`src/rtl/hidkbd_pkg.sv`:
```
`timescale 1ns / 1ps
// ----------------------------------------------------------------------------
// hidkbd_pkg
// Shared types and constants for the boot keyboard new key detector.
// ----------------------------------------------------------------------------
package hidkbd_pkg;

    localparam int KEY_SLOTS = 6;
    localparam int KEY_W     = 8;
    localparam int KIND_W    = 2;
    localparam int IDX_W     = $clog2(KEY_SLOTS);
    localparam int CNT_W     = $clog2(KEY_SLOTS + 1);
    localparam int NEW_W     = 2;

    typedef logic [KEY_W-1:0]                 key_t;
    typedef logic [KIND_W-1:0]                kind_t;
    typedef logic [KEY_SLOTS-1:0][KEY_W-1:0]  key_vec_t;
    typedef logic [CNT_W-1:0]                 cnt_t;
    typedef logic [NEW_W-1:0]                 new_cnt_t;

    localparam kind_t KIND_NONE  = 2'd0;
    localparam kind_t KIND_DOWN  = 2'd1;
    localparam kind_t KIND_ERROR = 2'd2;

    localparam key_t KEY_NONE       = 8'h00;
    localparam key_t KEY_ROLLOVER   = 8'h01;
    localparam key_t KEY_POST_FAIL  = 8'h02;
    localparam key_t KEY_UNDEFINED  = 8'h03;

    localparam new_cnt_t NEW_ZERO = 2'd0;
    localparam new_cnt_t NEW_ONE  = 2'd1;
    localparam new_cnt_t NEW_MANY = 2'd2;

    typedef struct packed {
        logic load;
        logic step;
        logic finish;
    } ctrl_cmd_t;

    typedef struct packed {
        logic out_free;
    } ctrl_status_t;

    function automatic logic is_error_code(input key_t k);
        return k inside {KEY_ROLLOVER, KEY_POST_FAIL, KEY_UNDEFINED};
    endfunction

endpackage

```
`src/rtl/hid_keyboard_new_key_detect_core.sv`:
```
`timescale 1ns / 1ps
// ----------------------------------------------------------------------------
// hid_keyboard_new_key_detect_core
// Boot keyboard report new key detector.
//
// The s_ channel takes one report per request: the modifier byte and six
// keycode slots. The m_ channel gives exactly one result per report: no
// event, a single new key down with its keycode and modifiers, or an error
// when a slot holds a rollover or error code (state left as it was).
// A request is taken only while the sequencer is idle. The datapath then
// walks the slots one per cycle, comparing each against the remembered
// key list in parallel, and commits once the output register is free.
// The result is registered at the commit; a new request can be taken in
// the cycle after the commit, so no new report is taken before the commit.
// The output register holds the result while the receiver stalls, and the
// next report is processed meanwhile; the commit then waits for the
// output register to drain.
// Reset clears the remembered key count and the output valid.
// ----------------------------------------------------------------------------
module hid_keyboard_new_key_detect_core
    import hidkbd_pkg::*;
(
    input  logic  aclk,
    input  logic  aresetn,
    input  logic  s_valid,
    output logic  s_ready,
    input  key_t  s_modifiers,
    input  key_t  s_key_0,
    input  key_t  s_key_1,
    input  key_t  s_key_2,
    input  key_t  s_key_3,
    input  key_t  s_key_4,
    input  key_t  s_key_5,
    output logic  m_valid,
    input  logic  m_ready,
    output kind_t m_event_kind,
    output key_t  m_new_keycode,
    output key_t  m_event_modifiers
);

    ctrl_cmd_t    cmd;
    ctrl_status_t status;
    key_vec_t     in_keys;

    assign in_keys = {s_key_5, s_key_4, s_key_3, s_key_2, s_key_1, s_key_0};

    hidkbd_ctrl u_ctrl (
        .aclk    (aclk),
        .aresetn (aresetn),
        .s_valid (s_valid),
        .s_ready (s_ready),
        .status  (status),
        .cmd     (cmd)
    );

    hidkbd_datapath u_datapath (
        .aclk              (aclk),
        .aresetn           (aresetn),
        .cmd               (cmd),
        .status            (status),
        .in_modifiers      (s_modifiers),
        .in_keys           (in_keys),
        .m_valid           (m_valid),
        .m_ready           (m_ready),
        .m_event_kind      (m_event_kind),
        .m_new_keycode     (m_new_keycode),
        .m_event_modifiers (m_event_modifiers)
    );

    // one request in flight at a time
    a_single_request: assert property (@(posedge aclk) disable iff (!aresetn)
        s_valid && s_ready |=> !s_ready)
        else $error("request taken while busy");

    a_zero_payload: assert property (@(posedge aclk) disable iff (!aresetn)
        m_valid && (m_event_kind != KIND_DOWN) |->
            (m_new_keycode == KEY_NONE) && (m_event_modifiers == KEY_NONE))
        else $error("payload not cleared for non key-down result");

    a_down_key: assert property (@(posedge aclk) disable iff (!aresetn)
        m_valid && (m_event_kind == KIND_DOWN) |->
            (m_new_keycode != KEY_NONE) && !is_error_code(m_new_keycode))
        else $error("key-down result carries empty or error keycode");

    a_kind_range: assert property (@(posedge aclk) disable iff (!aresetn)
        m_valid |-> (m_event_kind == KIND_NONE) || (m_event_kind == KIND_DOWN) ||
            (m_event_kind == KIND_ERROR))
        else $error("bad event kind");

endmodule

```
`src/rtl/hidkbd_ctrl.sv`:
```
`timescale 1ns / 1ps
// ----------------------------------------------------------------------------
// hidkbd_ctrl
// Sequencer: takes a request, steps the datapath over each slot, then
// commits the result once the output register is free.
// ----------------------------------------------------------------------------
module hidkbd_ctrl
    import hidkbd_pkg::*;
(
    input  logic         aclk,
    input  logic         aresetn,
    input  logic         s_valid,
    output logic         s_ready,
    input  ctrl_status_t status,
    output ctrl_cmd_t    cmd
);

    localparam logic [1:0] ST_IDLE   = 2'd0;
    localparam logic [1:0] ST_SCAN   = 2'd1;
    localparam logic [1:0] ST_FINISH = 2'd2;

    localparam logic [IDX_W-1:0] LAST_IDX = IDX_W'(KEY_SLOTS - 1);

    logic [1:0]       state_reg, state_next;
    logic [IDX_W-1:0] idx_reg, idx_next;

    assign s_ready = (state_reg == ST_IDLE);

    always_comb begin
        state_next = state_reg;
        idx_next   = idx_reg;
        cmd        = '0;
        case (state_reg)
            ST_IDLE: begin
                if (s_valid) begin
                    cmd.load   = 1'b1;
                    idx_next   = '0;
                    state_next = ST_SCAN;
                end
            end
            ST_SCAN: begin
                cmd.step = 1'b1;
                idx_next = idx_reg + IDX_W'(1);
                if (idx_reg == LAST_IDX) begin
                    state_next = ST_FINISH;
                end
            end
            ST_FINISH: begin
                if (status.out_free) begin
                    cmd.finish = 1'b1;
                    state_next = ST_IDLE;
                end
            end
            default: begin
                state_next = ST_IDLE;
            end
        endcase
    end

    always_ff @(posedge aclk) begin
        if (!aresetn) begin
            state_reg <= ST_IDLE;
            idx_reg   <= '0;
        end else begin
            state_reg <= state_next;
            idx_reg   <= idx_next;
        end
    end

endmodule

```
`src/rtl/hidkbd_datapath.sv`:
```
`timescale 1ns / 1ps
// ----------------------------------------------------------------------------
// hidkbd_datapath
// Slot shifter, held-key list builder, previous-key compare and the
// output register.
// ----------------------------------------------------------------------------
module hidkbd_datapath
    import hidkbd_pkg::*;
(
    input  logic         aclk,
    input  logic         aresetn,
    input  ctrl_cmd_t    cmd,
    output ctrl_status_t status,
    input  key_t         in_modifiers,
    input  key_vec_t     in_keys,
    output logic         m_valid,
    input  logic         m_ready,
    output kind_t        m_event_kind,
    output key_t         m_new_keycode,
    output key_t         m_event_modifiers
);

    key_vec_t slot_reg;
    key_vec_t held_reg;
    key_vec_t prev_keys_reg;
    cnt_t     prev_count_reg;
    cnt_t     held_cnt_reg;
    new_cnt_t new_n_reg;
    key_t     first_new_reg;
    key_t     mods_reg;
    logic     err_reg;
    logic     m_valid_reg;
    kind_t    kind_reg;
    key_t     keycode_reg;
    key_t     out_mods_reg;

    key_t cur_key;
    logic hit;
    logic in_err;

    assign cur_key = slot_reg[0];
    assign status.out_free = !m_valid_reg || m_ready;

    always_comb begin
        in_err = 1'b0;
        for (int i = 0; i < KEY_SLOTS; i++) begin
            if (is_error_code(in_keys[i])) begin
                in_err = 1'b1;
            end
        end
    end

    // match against the remembered list, only entries below the count
    always_comb begin
        hit = 1'b0;
        for (int j = 0; j < KEY_SLOTS; j++) begin
            if ((CNT_W'(j) < prev_count_reg) && (prev_keys_reg[j] == cur_key)) begin
                hit = 1'b1;
            end
        end
    end

    always_ff @(posedge aclk) begin
        if (cmd.load) begin
            slot_reg     <= in_keys;
            held_reg     <= '0;
            held_cnt_reg <= '0;
            new_n_reg    <= NEW_ZERO;
            mods_reg     <= in_modifiers;
            err_reg      <= in_err;
        end else if (cmd.step) begin
            slot_reg <= {KEY_NONE, slot_reg[KEY_SLOTS-1:1]};
            if (cur_key != KEY_NONE) begin
                held_reg[held_cnt_reg[IDX_W-1:0]] <= cur_key;
                held_cnt_reg <= held_cnt_reg + CNT_W'(1);
                if (!hit) begin
                    if (new_n_reg == NEW_ZERO) begin
                        first_new_reg <= cur_key;
                    end
                    if (new_n_reg != NEW_MANY) begin
                        new_n_reg <= new_n_reg + NEW_W'(1);
                    end
                end
            end
        end
    end

    always_ff @(posedge aclk) begin
        if (cmd.finish) begin
            if (err_reg) begin
                kind_reg     <= KIND_ERROR;
                keycode_reg  <= KEY_NONE;
                out_mods_reg <= KEY_NONE;
            end else begin
                prev_keys_reg <= held_reg;
                if (new_n_reg == NEW_ONE) begin
                    kind_reg     <= KIND_DOWN;
                    keycode_reg  <= first_new_reg;
                    out_mods_reg <= mods_reg;
                end else begin
                    kind_reg     <= KIND_NONE;
                    keycode_reg  <= KEY_NONE;
                    out_mods_reg <= KEY_NONE;
                end
            end
        end
    end

    always_ff @(posedge aclk) begin
        if (!aresetn) begin
            prev_count_reg <= '0;
            m_valid_reg    <= 1'b0;
        end else begin
            if (cmd.finish) begin
                m_valid_reg <= 1'b1;
                if (!err_reg) begin
                    prev_count_reg <= held_cnt_reg;
                end
            end else if (m_ready) begin
                m_valid_reg <= 1'b0;
            end
        end
    end

    assign m_valid           = m_valid_reg;
    assign m_event_kind      = kind_reg;
    assign m_new_keycode     = keycode_reg;
    assign m_event_modifiers = out_mods_reg;

endmodule

```
`config.mk`:
```
export PLATFORM = sky130hd
export DESIGN_NAME = hid_keyboard_new_key_detect_core
export DESIGN_NICKNAME = d
export VERILOG_FILES = /design/src/rtl/hidkbd_pkg.sv /design/src/rtl/hid_keyboard_new_key_detect_core.sv /design/src/rtl/hidkbd_ctrl.sv /design/src/rtl/hidkbd_datapath.sv
export SDC_FILE = /design/constraint.sdc
export NUM_CORES = 1
export LEC_CHECK = 0
export ABC_AREA = 0
export CORE_MARGIN = 1.5
export CORE_UTILIZATION = 40
export CTS_CLUSTER_DIAMETER = 100
export DETAILED_ROUTE_END_ITERATION = 8
export DONT_BUFFER_PORTS = 1
export PLACE_DENSITY = 0.57
export RECOVER_POWER = 50
export SYNTH_ARGS = -nofsm -noshare
export SYNTH_HDL_FRONTEND = slang
export SYNTH_SLANG_ARGS = --single-unit
```
`constraint.sdc`:
```
create_clock -name aclk -period 5.4 [get_ports aclk]
set_input_delay 1.08 -clock aclk [delete_from_list [all_inputs] [get_ports aclk]]
set_output_delay 1.08 -clock aclk [all_outputs]
set_load 0.02 [all_outputs]
```
==> results of run 1 <==
[metal layers]
metal	global-route usage, %	routed length (um)
met4	4.99	176
met1	18.5	6430
met2	26.9	7450
met5	0	0
met3	4.36	534
[cells by family after synthesis]
logic type | count (synthesis) | synth area share (%)
compound gates | 19 | 1.94
xor+xnor | 50 | 5.61
fa+ha+maj | 6 | 0.962
buf+inv | 37 | 2.55
flops | 193 | 66.3
mux | 54 | 6.94
simple gates | 268 | 15.7
[final timing paths]
path	slack (ns)	to
max reg2reg	1.84	u_datapath.new_n_reg[1]
min	0.42	u_datapath.prev_keys_reg[7]
max	1.84	u_datapath.new_n_reg[1]
min reg2reg	0.42	u_datapath.prev_keys_reg[7]
[critical path, cell delays in order, from the launching register on]
cell and delay, ns:
dfxtp_1 0.32, nor2_1 0.81, nand2_1 0.75, inv_2 0.74, buf_4 0.44, nor2_1 0.07, mux2_1 0.29
[layout make-up]
type                       count  area share (%)
clock buffer                  18            4.99
clock inverter                14            1.73
inverter                       6           0.291
multi-input combinational    397            28.6
sequential                   193            60.1
tap                          260            3.78
timing repair buffer           6           0.436
[placed cells by master (no fill, tap or decap), drive strengths merged, types with 4 or more instances in the layout]
cell      n
nand2   129
nor4      9
mux2i    53
inv      13
clkinv    4
nand3     5
and2     19
buf       4
clkbuf   20
nand4    11
and3      8
o21ai     4
nor2b     6
xnor2    45
xor2      5
nor3      6
dfxtp    62
a21oi     6
edfxtp  131
ha        6
nor2     64
[per-stage QoR]
stage / total power [mW] / cell area [um2]
global placement: 2.07 / 8040
finish: 3.27 / 8610
floorplan: 2.01 / 7800
global route: 3.41 / 8610
CTS: 3.31 / 8610
detailed placement: 2.09 / 8040
[where the power goes]
group          leakage (nW)  internal [mW]  switching (mW)
clock                 0.278          0.654           0.571
sequential             1.76           1.69          0.0904
combinational          1.20          0.112           0.150
==> reports/metrics.yaml, run 1 <==
worst_hold_path:
  holdCritPathClass: "flop to flop"
  min_from: "u_datapath.held_reg[7]"
  hold_depth: 0
sta:
  tightest_slew_ns: 3.02
  skew_ns: 0.0110
  slew_headroom_pct: -101
  maxClockFrequency_ghz: 0.281
  whs_ns: 0.425
  finalMaxSlewViolations: 52
  finalSetupTns_ns: 0
  min_period_over_period_pct: 66.0
  hold_violations: 0
  rsz0062_at_grt: "no"
  post-route-min-period_ns: 3.56
  setup_violations: 0
  setup_slack_ns: 1.84
cells_and_area:
  multi_input_area_um2: 2460
  seqCellArea_um2: 5170
  fill_cells: 1741
  stdcell_count: 894
  drive_above_1_share_pct: 7.26
  final_nets: 687
  synthToLayoutAreaGrowth_pct: 10.3
  diodes: 0
  post-route-util_pct: 45.5
setup_path:
  reg2reg_from: "u_ctrl.state_reg[1]"
  r2r_cells: 6
  crit_start: "u_ctrl.state_reg[1]"
  start_kind: "flop"
  arrival_ns: 3.88
  path_class: "flop to flop"
  crit_fanout: 42
  worstPathRequired_ns: 5.71
  end_kind: "flop"
synthesis:
  synth_area_leaders: "edfxtp_1, dfxtp_1, mux2i_1, nand2_1, xnor2_1"
  synth_cell_types: 42
  yosys_warnings: 0
  ys_ff_latch: 193
  postSynth.asyncResetShare_pct: 0
  avgSynthCellArea_um2: 12.4
  ys_seq_area_share_pct: 66.3
  synth_top_area_share_pct: 50.4
  synth_common_cells: "edfxtp_1, nand2_1, nor2_1, dfxtp_1, mux2i_1"
  synth_edf_count: 131
  yosysMostFrequentCell: "edfxtp_1"
  syn_inst: 627
  netlist_area_um2: 7800
  ys.flop_type: "edfxtp_1"
  synth_top_area_cell: "edfxtp_1"
  postSynthNetCount: 693
pwr:
  peakVddDrop_mv: 0.218
  power_density_nw_per_um2: 380
  p_leak_nw: 3.23
drt:
  vias_per_cell: 4.92
  wl_per_cell_um: 16.3
  drc: 0
  drtAntennaViolNets: 0
  first_iter_violations: 223
  wirelength_mm: 14.6
  vias: 4395
  dr.pass1.iters: 7
grt:
  grt_pass1_vias: 4460
  grtUsageTotal_pct: 15.5
  antenna_found_initial: 0
  grt_pass1_wl_mm: 23.4
  grt_max_degree: 52
  gr-total-overflow: 0
cts:
  clkSinkCount: 193
  hold_buffers: 0
  cts_buffers: 17
  htreeDepth: 4
  post_cts_buffers: 0
  cts_resized: 0
  clock_latency_ns: 0.43
  clock_path_buffers: 2
  path_clk_slew_ns: 0.08
  cts_tree: "built"
  root_buffer: "clkbuf_16"
floorplanning:
  start_util_pct: 41.3
  die_x_um: 143
  design.portCount: 80
  dieArea_um2: 20400
  dieHeight_um: 143
  core_area_um2: 18900
  rows: 50
place:
  portBuffers: 0
  place_hpwl_mm: 9.70
  dpl_worst_slack_ns: 1.77
  placed_cells: 862
  place.gp.congestion: 0.785
outcome:
  status: "finished, violations left"
  violations: "max-capacitance violations, max-slew violations"
run:
  maxCapViolCount: 1
Note: power is estimated with default switching activity, not from simulation.
==> inputs of run 2 (changes only) <==
--- a/config.mk
+++ b/config.mk
@@ -11,7 +11,7 @@
 export CTS_CLUSTER_DIAMETER = 100
 export DETAILED_ROUTE_END_ITERATION = 8
 export DONT_BUFFER_PORTS = 1
-export PLACE_DENSITY = 0.57
+export PLACE_DENSITY = 0.55
 export RECOVER_POWER = 50
 export SYNTH_ARGS = -nofsm -noshare
 export SYNTH_HDL_FRONTEND = slang
==> constraint.sdc (replaced) <==
create_clock -name aclk -period 3.4 [get_ports aclk]
set_input_delay 0.68 -clock aclk [delete_from_list [all_inputs] [get_ports aclk]]
set_output_delay 0.68 -clock aclk [all_outputs]
set_load 0.02 [all_outputs]
==> run 2 against run 1 <==
Effect of this change:
- the run now ends clean
- clock-buffer cell count is 1 lower
- combinational power is 63% higher
- non-clock buffer count is 6 higher
- core utilization is 0.40 points higher
- via count is 0.64% higher
- sequential share of layout area is 0.52 points lower
- clock skew hardly changed
- fmax is 29% higher
- cell area is 0.87% higher
- critical path type unchanged
- largest power group unchanged
- highest routed layer unchanged
==> reports/metrics.yaml, run 2 (synthesis gave the netlist of run 1 again) <==
cells_and_area:
  synthToLayoutAreaGrowth_pct: 11.3
  final_common_cell: "edfxtp_1"
  fill_cells: 1740
  layout_common_cells: "edfxtp_1, nand2_1, nor2_1"
  diodes: 0
  final_area_um2: 8680
  final_nets: 693
  drive_above_1_share_pct: 7.97
grt:
  grt_max_degree: 64
  grt_pass1_wl_mm: 23.4
  antenna_found_initial: 0
  grt-busiest-layer: "met2"
  grtUsageMet2_pct: 25.2
  grt_pass1_vias: 4395
  grtUsageTotal_pct: 15.3
  use_met1_pct: 19.9
  gr-usage-met3_pct: 4.33
  gr-total-overflow: 0
drt:
  wirelength_mm: 14.5
  vias: 4423
  first_iter_violations: 275
  drtAntennaViolNets: 0
  vias_per_cell: 4.91
  dr.pass1.iters: 4
  wl_per_cell_um: 16.1
  drc: 0
sta:
  post-route-min-period_ns: 2.75
  maxClockFrequency_ghz: 0.363
  setup_violations: 0
  hold_violations: 0
  finalSetupTns_ns: 0
  skew_ns: 0.0111
  slew_headroom_pct: 4.75
  rsz0062_at_grt: "no"
  tightest_slew_ns: 1.43
  min_period_over_period_pct: 81.0
  finalMaxSlewViolations: 0
setup_path:
  arrival_ns: 2.89
  path_class: "flop to flop"
  path_buf_inv: 1
  critPathTopFamily: "flip-flops"
  crit_fanout: 14
  end_kind: "flop"
  cpPeakStageDelay_ns: 0.80
  start_kind: "flop"
  crit_chain: "xnor2_1, nand4_1, nor2_1, o31ai_1, o311ai_0, nor3_1, buf_4"
  path_depth: 7
  r2r_cells: 7
  cpMaxStageDelayCell: "edfxtp_1"
  worstPathRequired_ns: 3.53
pwr:
  power_density_nw_per_um2: 606
  peakVddDrop_mv: 0.321
  p_leak_nw: 3.28
cts:
  path_clk_slew_ns: 0.08
  post_cts_buffers: 0
  clkSinkCount: 193
  root_buffer: "clkbuf_16"
  htreeDepth: 4
  cts_resized: 0
  clock_path_buffers: 2
  clock_latency_ns: 0.43
  hold_buffers: 0
  cts_buffers: 17
  cts_tree: "built"
place:
  place.gp.congestion: 0.774
  portBuffers: 0
  placed_area_um2: 8080
  place_hpwl_mm: 9.57
floorplanning:
  start_util_pct: 41.3
  design.portCount: 80
  rows: 50
  dieArea_um2: 20400
  dieHeight_um: 143
  core_area_um2: 18900
  die_x_um: 143
worst_hold_path:
  hold_depth: 0
  holdCritPathClass: "input port to flop"
run:
  maxCapViolCount: 0
outcome:
  status: "finished, final reports clean"
==> run 2: through the flow <==
step                std cells  util [%]  setup slack [ns]  hold WS [ns]  power, mW
detailed placement        868      42.8             0.717         0.415       3.31
floorplan                 627         -             0.114         0.408       3.19
global route              900      45.9             0.421         0.313       5.50
CTS                       900      46.0             0.688         0.327       5.33
global placement          868      42.8             0.718         0.410       3.30
finish                    900      45.9             0.648         0.346       5.26
==> run 2: layout make-up <==
class                      instances  area, um2  share of cell area (%)
tap                              260        325                    3.75
inverter                           6       25.0                   0.288
timing repair buffer              12       92.6                    1.07
multi-input combinational        397       2450                    28.2
clock buffer                      17        425                    4.90
clock inverter                    15        186                    2.15
sequential                       193       5170                    59.6
==> run 2: path summary, 6_finish.rpt <==
path / startpoint / endpoint / slack, ns
max: u_datapath.cur_key[0] / u_datapath.first_new_reg[5] / 0.65
max reg2reg: u_datapath.cur_key[0] / u_datapath.first_new_reg[5] / 0.65
min: s_modifiers[4] / u_datapath.mods_reg[4] / 0.35
min reg2reg: u_datapath.held_reg[1] / u_datapath.prev_keys_reg[1] / 0.43
==> run 2: routing by layer <==
layer | share of wire (%) | wire (um)
met1 | 47 | 6770
met2 | 49 | 7060
met3 | 4.2 | 612
met4 | 0.48 | 69
met5 | 0 | 0
==> run 2: power breakdown <==
group	leakage, nW	total [mW]	switching, mW	internal, mW
Combinational	1.22	0.428	0.245	0.182
Clock	0.302	2.01	0.946	1.07
Sequential	1.76	2.82	0.133	2.68
